File: src/rtl/tns_pkg.sv
// shared types, widths and constants of the streaming top-n selector
// used by the front, back and top modules of the block and by its checker
package tns_pkg;

	localparam int KEY_W           = 31;
	localparam int SCORE_W         = 32;
	localparam int KEEP_W          = 6;
	localparam int TDATA_W         = 64;
	localparam int TNS_TABLE_SLOTS = 32;
	localparam int TNS_QUEUE_DEPTH = 2;

	localparam logic [KEEP_W-1:0]         KEEP_RESET = 6'd20;
	localparam logic signed [SCORE_W-1:0] SCORE_MAX  = 32'sh7FFF_FFFF;

	// item kinds
	localparam logic KIND_OFFER  = 1'b0;
	localparam logic KIND_FINISH = 1'b1;

	// register index, taken from paddr[2]
	localparam logic REG_KEEP_COUNT = 1'b0;

	typedef struct packed {
		logic                      kind;
		logic [KEY_W-1:0]          key;
		logic signed [SCORE_W-1:0] score;
	} tns_item_t;

	typedef struct packed {
		logic [KEY_W-1:0]          key;
		logic signed [SCORE_W-1:0] score;
		logic                      last;
		logic                      none;
	} tns_result_t;

	typedef enum logic [2:0] {
		ST_IDLE,
		ST_SCAN,
		ST_UPDATE,
		ST_SORT,
		ST_EMIT,
		ST_EMPTY
	} tns_state_t;

	// order by score, then by key; true when a ranks below b
	function automatic logic lex_less(
		input logic signed [SCORE_W-1:0] sa,
		input logic [KEY_W-1:0]          ka,
		input logic signed [SCORE_W-1:0] sb,
		input logic [KEY_W-1:0]          kb
	);
		return (sa < sb) || ((sa == sb) && (ka < kb));
	endfunction

endpackage

File: src/rtl/tns_ram.sv
// generic single-write, single-read ram with registered read data
// no dependencies
module tns_ram #(
	parameter int WIDTH = 8,
	parameter int DEPTH = 16
) (
	input  logic                                   clk,
	input  logic                                   we,
	input  logic [((DEPTH > 1) ? $clog2(DEPTH) : 1)-1:0] waddr,
	input  logic [WIDTH-1:0]                       wdata,
	input  logic [((DEPTH > 1) ? $clog2(DEPTH) : 1)-1:0] raddr,
	output logic [WIDTH-1:0]                       rdata
);

	logic [WIDTH-1:0] mem_q [DEPTH];

	always_ff @(posedge clk) begin
		if (we) begin
			mem_q[waddr] <= wdata;
		end
		rdata <= mem_q[raddr];
	end

endmodule

File: src/rtl/tns_front.sv
// front end: takes stream items, splits them into fields, holds them in a short queue
// depends on tns_pkg
module tns_front
	import tns_pkg::*;
(
	input  logic               clk,
	input  logic               arst_n,
	input  logic               s_tvalid,
	output logic               s_tready,
	input  logic [TDATA_W-1:0] s_tdata,
	input  logic [0:0]         s_tuser,
	output logic               q_valid,
	input  logic               q_ready,
	output tns_item_t          q_item
);

	localparam int DEPTH = TNS_QUEUE_DEPTH;
	localparam int PW    = (DEPTH > 1) ? $clog2(DEPTH) : 1;
	localparam int CNTW  = $clog2(DEPTH + 1);

	tns_item_t       mem_q [DEPTH];
	logic [PW-1:0]   wr_ptr_q;
	logic [PW-1:0]   rd_ptr_q;
	logic [CNTW-1:0] count_q;
	tns_item_t       in_item;
	logic            push;
	logic            pop;

	// decode the incoming item
	always_comb begin
		in_item.kind  = s_tuser[0];
		in_item.key   = s_tdata[KEY_W-1:0];
		in_item.score = s_tdata[KEY_W+SCORE_W-1:KEY_W];
	end

	assign s_tready = (count_q != CNTW'(DEPTH));
	assign q_valid  = (count_q != '0);
	assign q_item   = mem_q[rd_ptr_q];
	assign push     = s_tvalid && s_tready;
	assign pop      = q_valid && q_ready;

	always_ff @(posedge clk or negedge arst_n) begin
		if (!arst_n) begin
			wr_ptr_q <= '0;
			rd_ptr_q <= '0;
			count_q  <= '0;
		end else begin
			if (push) begin
				wr_ptr_q <= (wr_ptr_q == PW'(DEPTH - 1)) ? '0 : wr_ptr_q + 1'b1;
			end
			if (pop) begin
				rd_ptr_q <= (rd_ptr_q == PW'(DEPTH - 1)) ? '0 : rd_ptr_q + 1'b1;
			end
			if (push && !pop) begin
				count_q <= count_q + 1'b1;
			end else if (pop && !push) begin
				count_q <= count_q - 1'b1;
			end
		end
	end

	always_ff @(posedge clk) begin
		if (push) begin
			mem_q[wr_ptr_q] <= in_item;
		end
	end

endmodule

File: src/rtl/tns_back.sv
// back end: slot table in ram, offer scan and update, sorted emit on finish
// depends on tns_pkg and tns_ram
module tns_back
	import tns_pkg::*;
#(
	parameter int TABLE_SLOTS = TNS_TABLE_SLOTS
) (
	input  logic              clk,
	input  logic              arst_n,
	input  logic [KEEP_W-1:0] keep_count,
	input  logic              q_valid,
	output logic              q_ready,
	input  tns_item_t         q_item,
	output logic              out_valid,
	input  logic              out_ready,
	output tns_result_t       out_item
);

	localparam int IW = (TABLE_SLOTS > 1) ? $clog2(TABLE_SLOTS) : 1;
	localparam int CW = $clog2(TABLE_SLOTS + 1);
	localparam int MW = (CW > KEEP_W) ? CW : KEEP_W;
	localparam int DW = KEY_W + SCORE_W;

	tns_state_t state_q;
	tns_state_t state_d;

	// table bookkeeping
	logic [CW-1:0]             held_q;
	logic [IW-1:0]             min_slot_q;
	logic signed [SCORE_W-1:0] min_score_q;
	logic [KEY_W-1:0]          min_key_q;

	tns_item_t cmd_q;

	// scan
	logic [CW-1:0] addr_q;
	logic          rd_valid_s1;
	logic [IW-1:0] rd_idx_s1;

	// offer scan results
	logic                      dup_q;
	logic                      run_found_q;
	logic signed [SCORE_W-1:0] run_score_q;
	logic [KEY_W-1:0]          run_key_q;
	logic [IW-1:0]             run_slot_q;

	// sort pass
	logic [CW-1:0]             pass_q;
	logic                      have_prev_q;
	logic [KEY_W-1:0]          prev_key_q;
	logic                      best_found_q;
	logic [KEY_W-1:0]          best_key_q;
	logic signed [SCORE_W-1:0] best_score_q;

	logic        out_valid_q;
	tns_result_t out_q;

	// ram
	logic                      ram_we;
	logic [IW-1:0]             ram_waddr;
	logic [DW-1:0]             ram_wdata;
	logic [DW-1:0]             ram_rdata;
	logic [KEY_W-1:0]          rd_key;
	logic signed [SCORE_W-1:0] rd_score;

	// decisions
	logic [MW-1:0] keep_w;
	logic [MW-1:0] limit_w;
	logic          held_empty;
	logic          can_append;
	logic          score_beats;
	logic          do_append;
	logic          do_replace;
	logic          issue;
	logic          out_free;
	logic          is_last;
	logic          load_out;
	tns_result_t   out_d;
	logic          new_beats_min;
	logic          new_beats_run;
	logic          sort_cand;
	logic          run_cand;

	tns_ram #(
		.WIDTH(DW),
		.DEPTH(TABLE_SLOTS)
	) u_slots (
		.clk  (clk),
		.we   (ram_we),
		.waddr(ram_waddr),
		.wdata(ram_wdata),
		.raddr(addr_q[IW-1:0]),
		.rdata(ram_rdata)
	);

	assign rd_key   = ram_rdata[KEY_W-1:0];
	assign rd_score = ram_rdata[DW-1:KEY_W];

	assign keep_w      = MW'(keep_count);
	assign limit_w     = (keep_w > MW'(TABLE_SLOTS)) ? MW'(TABLE_SLOTS) : keep_w;
	assign held_empty  = (held_q == '0);
	assign can_append  = (MW'(held_q) < limit_w);
	assign score_beats = (min_score_q < cmd_q.score);
	assign out_free    = !out_valid_q || out_ready;
	assign is_last     = (CW'(pass_q + 1'b1) == held_q);

	assign new_beats_min = lex_less(cmd_q.score, cmd_q.key, min_score_q, min_key_q);
	assign new_beats_run = lex_less(cmd_q.score, cmd_q.key, run_score_q, run_key_q);
	assign sort_cand = (!have_prev_q || (rd_key > prev_key_q)) &&
		(!best_found_q || (rd_key < best_key_q));
	assign run_cand = (rd_idx_s1 != min_slot_q) &&
		(!run_found_q || lex_less(rd_score, rd_key, run_score_q, run_key_q));

	// next state
	always_comb begin
		state_d = state_q;
		unique case (state_q)
			ST_IDLE: begin
				if (q_valid) begin
					if (q_item.kind == KIND_FINISH) begin
						state_d = held_empty ? ST_EMPTY : ST_SORT;
					end else begin
						state_d = held_empty ? ST_UPDATE : ST_SCAN;
					end
				end
			end
			ST_SCAN: begin
				if (!issue && !rd_valid_s1) begin
					state_d = ST_UPDATE;
				end
			end
			ST_UPDATE: begin
				state_d = ST_IDLE;
			end
			ST_SORT: begin
				if (!issue && !rd_valid_s1) begin
					state_d = ST_EMIT;
				end
			end
			ST_EMIT: begin
				if (out_free) begin
					state_d = is_last ? ST_IDLE : ST_SORT;
				end
			end
			ST_EMPTY: begin
				if (out_free) begin
					state_d = ST_IDLE;
				end
			end
			default: begin
				state_d = ST_IDLE;
			end
		endcase
	end

	// outputs of the state machine
	always_comb begin
		q_ready    = 1'b0;
		issue      = 1'b0;
		do_append  = 1'b0;
		do_replace = 1'b0;
		load_out   = 1'b0;
		out_d      = out_q;
		unique case (state_q)
			ST_IDLE: begin
				q_ready = 1'b1;
			end
			ST_SCAN, ST_SORT: begin
				issue = (addr_q < held_q);
			end
			ST_UPDATE: begin
				do_append  = !dup_q && can_append;
				do_replace = !dup_q && !can_append && !held_empty && score_beats;
			end
			ST_EMIT: begin
				load_out    = out_free;
				out_d.key   = best_key_q;
				out_d.score = best_score_q;
				out_d.last  = is_last;
				out_d.none  = 1'b0;
			end
			ST_EMPTY: begin
				load_out    = out_free;
				out_d.key   = '0;
				out_d.score = '0;
				out_d.last  = 1'b1;
				out_d.none  = 1'b1;
			end
			default: begin
				q_ready = 1'b0;
			end
		endcase
	end

	assign ram_we    = do_append || do_replace;
	assign ram_waddr = do_append ? held_q[IW-1:0] : min_slot_q;
	assign ram_wdata = {cmd_q.score, cmd_q.key};

	// control state
	always_ff @(posedge clk or negedge arst_n) begin
		if (!arst_n) begin
			state_q      <= ST_IDLE;
			held_q       <= '0;
			min_slot_q   <= '0;
			min_score_q  <= SCORE_MAX;
			addr_q       <= '0;
			rd_valid_s1  <= 1'b0;
			dup_q        <= 1'b0;
			run_found_q  <= 1'b0;
			pass_q       <= '0;
			have_prev_q  <= 1'b0;
			best_found_q <= 1'b0;
			out_valid_q  <= 1'b0;
		end else begin
			state_q     <= state_d;
			rd_valid_s1 <= issue;
			if (issue) begin
				addr_q <= addr_q + 1'b1;
			end

			if (state_q == ST_IDLE && q_valid) begin
				addr_q       <= '0;
				dup_q        <= 1'b0;
				run_found_q  <= 1'b0;
				pass_q       <= '0;
				have_prev_q  <= 1'b0;
				best_found_q <= 1'b0;
			end

			if (state_q == ST_SCAN && rd_valid_s1) begin
				if (rd_key == cmd_q.key) begin
					dup_q <= 1'b1;
				end
				if (run_cand) begin
					run_found_q <= 1'b1;
				end
			end

			if (state_q == ST_SORT && rd_valid_s1 && sort_cand) begin
				best_found_q <= 1'b1;
			end

			// new minimum after a store
			if (do_append) begin
				held_q <= held_q + 1'b1;
				if (held_empty || new_beats_min) begin
					min_slot_q  <= held_q[IW-1:0];
					min_score_q <= cmd_q.score;
				end
			end else if (do_replace) begin
				if (run_found_q && !new_beats_run) begin
					min_slot_q  <= run_slot_q;
					min_score_q <= run_score_q;
				end else begin
					min_score_q <= cmd_q.score;
				end
			end

			if (load_out) begin
				out_valid_q <= 1'b1;
			end else if (out_ready) begin
				out_valid_q <= 1'b0;
			end

			// end of a finish run clears the table
			if (load_out && out_d.last) begin
				held_q      <= '0;
				min_slot_q  <= '0;
				min_score_q <= SCORE_MAX;
			end else if (state_q == ST_EMIT && load_out) begin
				pass_q       <= pass_q + 1'b1;
				have_prev_q  <= 1'b1;
				addr_q       <= '0;
				best_found_q <= 1'b0;
			end
		end
	end

	// payload
	always_ff @(posedge clk) begin
		rd_idx_s1 <= addr_q[IW-1:0];
		if (state_q == ST_IDLE && q_valid) begin
			cmd_q <= q_item;
		end
		if (state_q == ST_SCAN && rd_valid_s1 && run_cand) begin
			run_score_q <= rd_score;
			run_key_q   <= rd_key;
			run_slot_q  <= rd_idx_s1;
		end
		if (state_q == ST_SORT && rd_valid_s1 && sort_cand) begin
			best_key_q   <= rd_key;
			best_score_q <= rd_score;
		end
		if (do_append && (held_empty || new_beats_min)) begin
			min_key_q <= cmd_q.key;
		end else if (do_replace) begin
			min_key_q <= (run_found_q && !new_beats_run) ? run_key_q : cmd_q.key;
		end
		if (state_q == ST_EMIT && load_out) begin
			prev_key_q <= best_key_q;
		end
		if (load_out) begin
			out_q <= out_d;
		end
	end

	assign out_valid = out_valid_q;
	assign out_item  = out_q;

endmodule

File: src/rtl/streaming_top_n_selector.sv
// streaming top-n selector: keeps the best-scoring (key, score) pairs of a stream
// an offer reads every held entry through the single read port of the slot ram and skips
// that scan with the table empty; a finish emits one sorted result per ram pass over the held
// entries, or a lone none_kept marker when the table is empty;
// a two-item input queue and a one-deep output register let input and output stall apart
// async reset empties table and queue, keep_count returns to 20; slot contents stay undefined
module streaming_top_n_selector
	import tns_pkg::*;
#(
	parameter int TABLE_SLOTS = TNS_TABLE_SLOTS
) (
	input  logic               clk,
	input  logic               arst_n,
	// input items
	input  logic               s_tvalid,
	output logic               s_tready,
	input  logic [TDATA_W-1:0] s_tdata,   // entry_key [30:0], entry_score [62:31], zero pad [63]
	input  logic [0:0]         s_tuser,   // kind [0]
	// result items
	output logic               m_tvalid,
	input  logic               m_tready,
	output logic [TDATA_W-1:0] m_tdata,   // kept_key [30:0], kept_score [62:31], zero pad [63]
	output logic               m_tlast,   // last_of_run
	output logic [0:0]         m_tuser,   // none_kept [0]
	// configuration
	input  logic               psel,
	input  logic               penable,
	input  logic               pwrite,
	input  logic [2:0]         paddr,
	input  logic [31:0]        pwdata,
	output logic [31:0]        prdata,
	output logic               pready
);

	logic [KEEP_W-1:0] keep_count_q;
	logic              cfg_write;

	logic        q_valid;
	logic        q_ready;
	tns_item_t   q_item;
	logic        out_valid;
	tns_result_t out_item;

	// register file: keep_count at byte addresses 0 to 3 (paddr[2] low), addresses 4 to 7 read as zero
	assign pready    = 1'b1;
	assign cfg_write = psel && penable && pwrite && pready;

	always_ff @(posedge clk or negedge arst_n) begin
		if (!arst_n) begin
			keep_count_q <= KEEP_RESET;
		end else if (cfg_write && (paddr[2] == REG_KEEP_COUNT)) begin
			keep_count_q <= pwdata[KEEP_W-1:0];
		end
	end

	assign prdata = (paddr[2] == REG_KEEP_COUNT) ? 32'(keep_count_q) : '0;

	// front: unpack and queue items
	tns_front u_front (
		.clk     (clk),
		.arst_n  (arst_n),
		.s_tvalid(s_tvalid),
		.s_tready(s_tready),
		.s_tdata (s_tdata),
		.s_tuser (s_tuser),
		.q_valid (q_valid),
		.q_ready (q_ready),
		.q_item  (q_item)
	);

	// back: table update, sorted emit on finish
	tns_back #(
		.TABLE_SLOTS(TABLE_SLOTS)
	) u_back (
		.clk       (clk),
		.arst_n    (arst_n),
		.keep_count(keep_count_q),
		.q_valid   (q_valid),
		.q_ready   (q_ready),
		.q_item    (q_item),
		.out_valid (out_valid),
		.out_ready (m_tready),
		.out_item  (out_item)
	);

	// pack the result item
	assign m_tvalid = out_valid;
	assign m_tdata  = {(TDATA_W - KEY_W - SCORE_W)'(0), out_item.score, out_item.key};
	assign m_tlast  = out_item.last;
	assign m_tuser  = out_item.none;

endmodule

File: config.mk
export PLATFORM = sky130hd
export DESIGN_NAME = streaming_top_n_selector
export DESIGN_NICKNAME = d
export VERILOG_FILES = /design/src/rtl/tns_pkg.sv /design/src/rtl/tns_ram.sv /design/src/rtl/tns_front.sv /design/src/rtl/tns_back.sv /design/src/rtl/streaming_top_n_selector.sv
export SDC_FILE = /design/constraint.sdc
export NUM_CORES = 2
export LEC_CHECK = 0
export ABC_CLOCK_PERIOD_IN_PS = 11400
export BUFFER_PORTS_ARGS = -buffer_cell sky130_fd_sc_hd__buf_2
export CAP_MARGIN = 20
export CORE_MARGIN = 2
export CORE_UTILIZATION = 40
export DETAILED_ROUTE_END_ITERATION = 10
export PLACE_DENSITY = 0.59
export SLEW_MARGIN = 40
export SYNTH_ARGS = -nofsm -noshare
export SYNTH_HDL_FRONTEND = slang
export SYNTH_SLANG_ARGS = --single-unit
File: constraint.sdc
create_clock -name clk -period 11.4 [get_ports clk]
set_input_delay 2.28 -clock clk [delete_from_list [all_inputs] [get_ports clk]]
set_output_delay 2.28 -clock clk [all_outputs]
set_load 0.005 [all_outputs]
==> reports/qor_table.md <==
| Quantity | Reported |
|---|---|
| Post-layout total power | 30.2 mW |
| RR Startpoint | u_back.cmd_q[7]$_DFFE_PP_ |
| Clock Tree Buf Depth | 4 |
| Ys Warns | 0 |
| Residual overflow from global routing | 0 |
| Setup crit start | u_back.cmd_q[7]$_DFFE_PP_ |
| Leading register cell type out of synthesis | edfxtp_1 |
| Worst reg2reg setup slack | 4.96 ns |
| Async set-or-reset flop fraction in the synthesized netlist | 2.84% |
| Count of nets after finishing | 5,757 |
| Filler cells | 21,312 |
| Number of setup violations in the final report | 0 |
| Count of cells along the worst register-to-register path | 14 |
| Number of pins exceeding their max-slew limit in the final report | 0 |
| Global-route wire length before repair | 378,000 um |
| Count of final hold-check violations | 0 |
| Final Critical Period | 6.44 ns |
| Highest clock rate | 155 MHz |
| Placed Instance Area | 0.110 sq mm |
| Worst supply voltage drop on vdd | 0.171 mV |
| Source-to-sink clock delay at the later pin of the worst-skew pair | 0.96 ns |
| Capture point of the worst reg-to-reg path | u_back.u_slots.mem_q[28][5]$_DFFE_PP_ |
| Initial antenna violation count | 11 |
| Clock tree root buffer cell | clkbuf_16 |
| Weighted congestion reported at the end of routability-driven placement | 0.853 |
| Path type of the worst min-delay path | flop to flop |
| Total length of routed wires | 265,000 um |
| Final Worst Setup Slack | 4.96 ns |
| TritonCTS clock tree | done |
| Worst setup EP type | flop |
| Placed instance count | 8,474 |
| Area enclosed by the die boundary | 0.262 sq mm |
| Core area | 0.257 sq mm |
| Combined buffer and inverter count along the critical path | 4 |
| Final standard cell count with taps included and fillers excluded | 8,995 |
| Largest net degree at the start of global routing | 86 |
| Final core occ | 46.4% |
| Portion of synthesized cell area occupied by the leading cell type | 71.6% |
| Crit path required time | 11.92 ns |
| Pin slew with the least headroom to its limit | 0.876 ns |
| Maximum level of the CTS H-tree | 5 |
| Share of cells above drive strength 1 | 29.7% |
| Worst-path cell with the longest stage delay | nor2_4 |
| Instance count on the critical path | 14 |
| Post-Synthesis Cells | 4,938 |
| Cell area power density | 253 mW/mm^2 |
| TritonCTS buffer count | 292 |
| Worst setup path endpoint | u_back.u_slots.mem_q[28][5]$_DFFE_PP_ |
| Final hold slack | 0.413 ns |
| Count of input and output buffers | 150 |
| Leakage component of the power | 39.1 nW |
| Vertical die dimension | 512 um |
| Total negative setup slack | 0 ns |
| WL per Instance | 29.4 um |
| Number of standard-cell rows in the floorplan | 186 |
| Cell Chain, Critical Path | buf_8 -> inv_1 -> ha_1 -> a21oi_1 -> o21ai_0 -> a221o_1 -> o31a_1 -> o22a_1 -> or4b_4 -> o22ai_1 -> nand2_1 -> nor2_4 -> buf_4 -> buf_4 |
| TritonRoute pass-1 iters | 6 |
| Via density per instance | 5.58 |
| Syn Area/Cell | 20.9 sq um |
| Crit-path leading delay family | simple AND/OR/NAND/NOR gates |
| Part of the Yosys area used for sequential elements | 74.8% |
| Class of the most critical setup path | flop to flop |
| Number of synthesized register bits | 2,607 |
| Startpoint Class | flop |
| Worst path most repeated cell | buf_4 |
| Relative slew margins | 41.6% |
| HPWL after detailed placement | 150,000 um |
| Routed Antenna Nets | 0 |
| Biggest area contributors in the synthesized netlist | edfxtp_1 (72%), mux4_2 (14%), ha_1 (3.2%) |
| Post-route cell area | 0.119 sq mm |
| Final Skew | 0.0644 ns |
| Cells resized by post-CTS repair | 0 |
| Io pins | 208 |
| Iteration-0 DRC count of the detailed router | 5,113 |
| Library cells used by synthesis | 82 |
| Total Routing Usage GR | 20.1% |
| Number of flops mapped to enable cells by yosys | 2,465 |
| Biggest cell delay along the critical path | 0.85 ns |
| Hold-fix buffers at CTS | 0 |
| Max_cap viols | 0 |
| Crit share post-route | 56.5% |
| Outcome | finished, final reports clean |
| Via count of the first global-routing pass | 51,404 |
| Die width | 512 um |
| Largest fanout of any net on the critical path | 26 |
| Largest area contributor in the synthesized netlist | edfxtp_1 |
| Setup WS pre-CTS | 4.96 ns |
| Remaining design rule violation count | 0 |
| Synth Cell Area | 0.103 sq mm |
| Worst-path clk slew | 0.06 ns |
| Unrepaired setup endpoints after global routing | no |
| Worst Path Arrival | 6.96 ns |
| Starting utilization of the core area | 40.2% |
| Area added between synthesis and finish | 15.3% |
| Total number of vias | 50,204 |
| Setup Fix Bufs, Post-CTS | 0 |
| Count of clock tree sinks | 2,607 |
==> routing by layer <==
metal | part of all wire (%) | routed length (um) | up-vias | track usage (%)
met5 | 0.0049 | 13 | - | 0
met3 | 6.4 | 17000 | 362 | 3.24
met1 | 42 | 110000 | 26946 | 27.4
met2 | 49 | 131000 | 1753 | 33.2
li1 | - | - | 21141 | -
met4 | 2.6 | 6950 | 2 | 5.78
==> placed cells by master, fill, tap and decap left out, types with 81 or more instances in the layout <==
cell / n
clkbuf_16: 301
ha_1: 264
a21oi_1: 81
nand2_1: 126
mux2_2: 133
buf_2: 149
buf_4: 128
edfxtp_1: 2465
inv_1: 206
mux4_2: 630
==> flip-flops by register name, indices dropped and copies added, names as in the netlist, 31 cells and up <==
register	cells
u_back.best_key_q	31
u_back.best_score_q	32
u_back.cmd_q	63
u_back.min_key_q	31
u_back.min_score_q	32
u_back.out_item	65
u_back.prev_key_q	31
u_back.run_key_q	31
u_back.run_score_q	32
u_back.u_slots.mem_q	2016
u_back.u_slots.rdata	63
u_front.mem_q	128
==> power breakdown <==
group          leakage, nW  internal (mW)  total (mW)  switching [mW]
Combinational         10.9           2.98        7.50            4.52
Sequential            23.6           12.7        13.4           0.679
Clock                 4.60           5.56        9.30            3.74
Total                 39.1           21.2        30.2            8.94
==> synth_stat cells (4+ instances only) <==
library cell and n:
buf_4 32, xnor2_1 46, a21oi_2 30, nand2b_1 13, nor2_1 107, nor3_1 47
and3_1 36, o21ai_1 40, clkbuf_1 140, mux2_2 133, a31oi_1 6, dfrtp_1 41
nand3_1 26, mux2i_1 36, o21a_1 7, o211ai_1 6, a211oi_1 9, edfxtp_1 2465
buf_2 4, inv_1 208, ha_1 264, nor2b_1 16, mux4_2 630, a21oi_1 81
nand2_1 126, dfstp_2 33, nand4_1 51, dfxtp_1 68, and4_1 6, xor2_1 16
a32oi_1 5, a2111oi_0 4, nor4_1 8, a21o_1 45, buf_1 42, o21ai_0 39
==> cell families after synthesis <==
family                   share of synthesized area [%]
AO/OA/AOI/OAI                                     2.04
XOR/XNOR                                         0.525
adder cells (fa/ha/maj)                           3.20
buffers and inverters                             1.74
flip-flops                                        74.8
multiplexers                                      15.5
other                                          0.00727
AND/OR/NAND/NOR                                   2.19
==> final cells by class <==
class                      count  area [sq um]  area share [%]
sequential                  2607         77300            64.9
multi-input combinational   1927         24700            20.7
clock buffer                 358          7840            6.58
tap                         3384          4230            3.55
timing repair buffer         350          2730            2.29
clock inverter               153          1560            1.31
inverter                     208           783           0.657
antenna                        8          20.0          0.0168
==> worst min-delay path by stage <==
stage / startpoint / end / slack (ns) / depth (start not counted)
3_5_place_dp: u_back.best_key_q[15]$_DFFE_PP_ / u_back.prev_key_q[15]$_DFFE_PP_ / 0.43 / 0
5_1_grt: u_back.best_key_q[5]$_DFFE_PP_ / u_back.prev_key_q[5]$_DFFE_PP_ / 0.42 / 0
3_3_place_gp: u_back.best_key_q[4]$_DFFE_PP_ / u_back.prev_key_q[4]$_DFFE_PP_ / 0.43 / 0
2_1_floorplan: u_back.addr_q[4]$_DFF_PN0_ / u_back.rd_idx_s1[4]$_DFF_P_ / 0.39 / 0
6_report: u_back.best_key_q[5]$_DFFE_PP_ / u_back.prev_key_q[5]$_DFFE_PP_ / 0.41 / 0
4_1_cts: u_back.best_key_q[5]$_DFFE_PP_ / u_back.prev_key_q[5]$_DFFE_PP_ / 0.41 / 0
No activity file was read; power rests on OpenSTA's default activity.
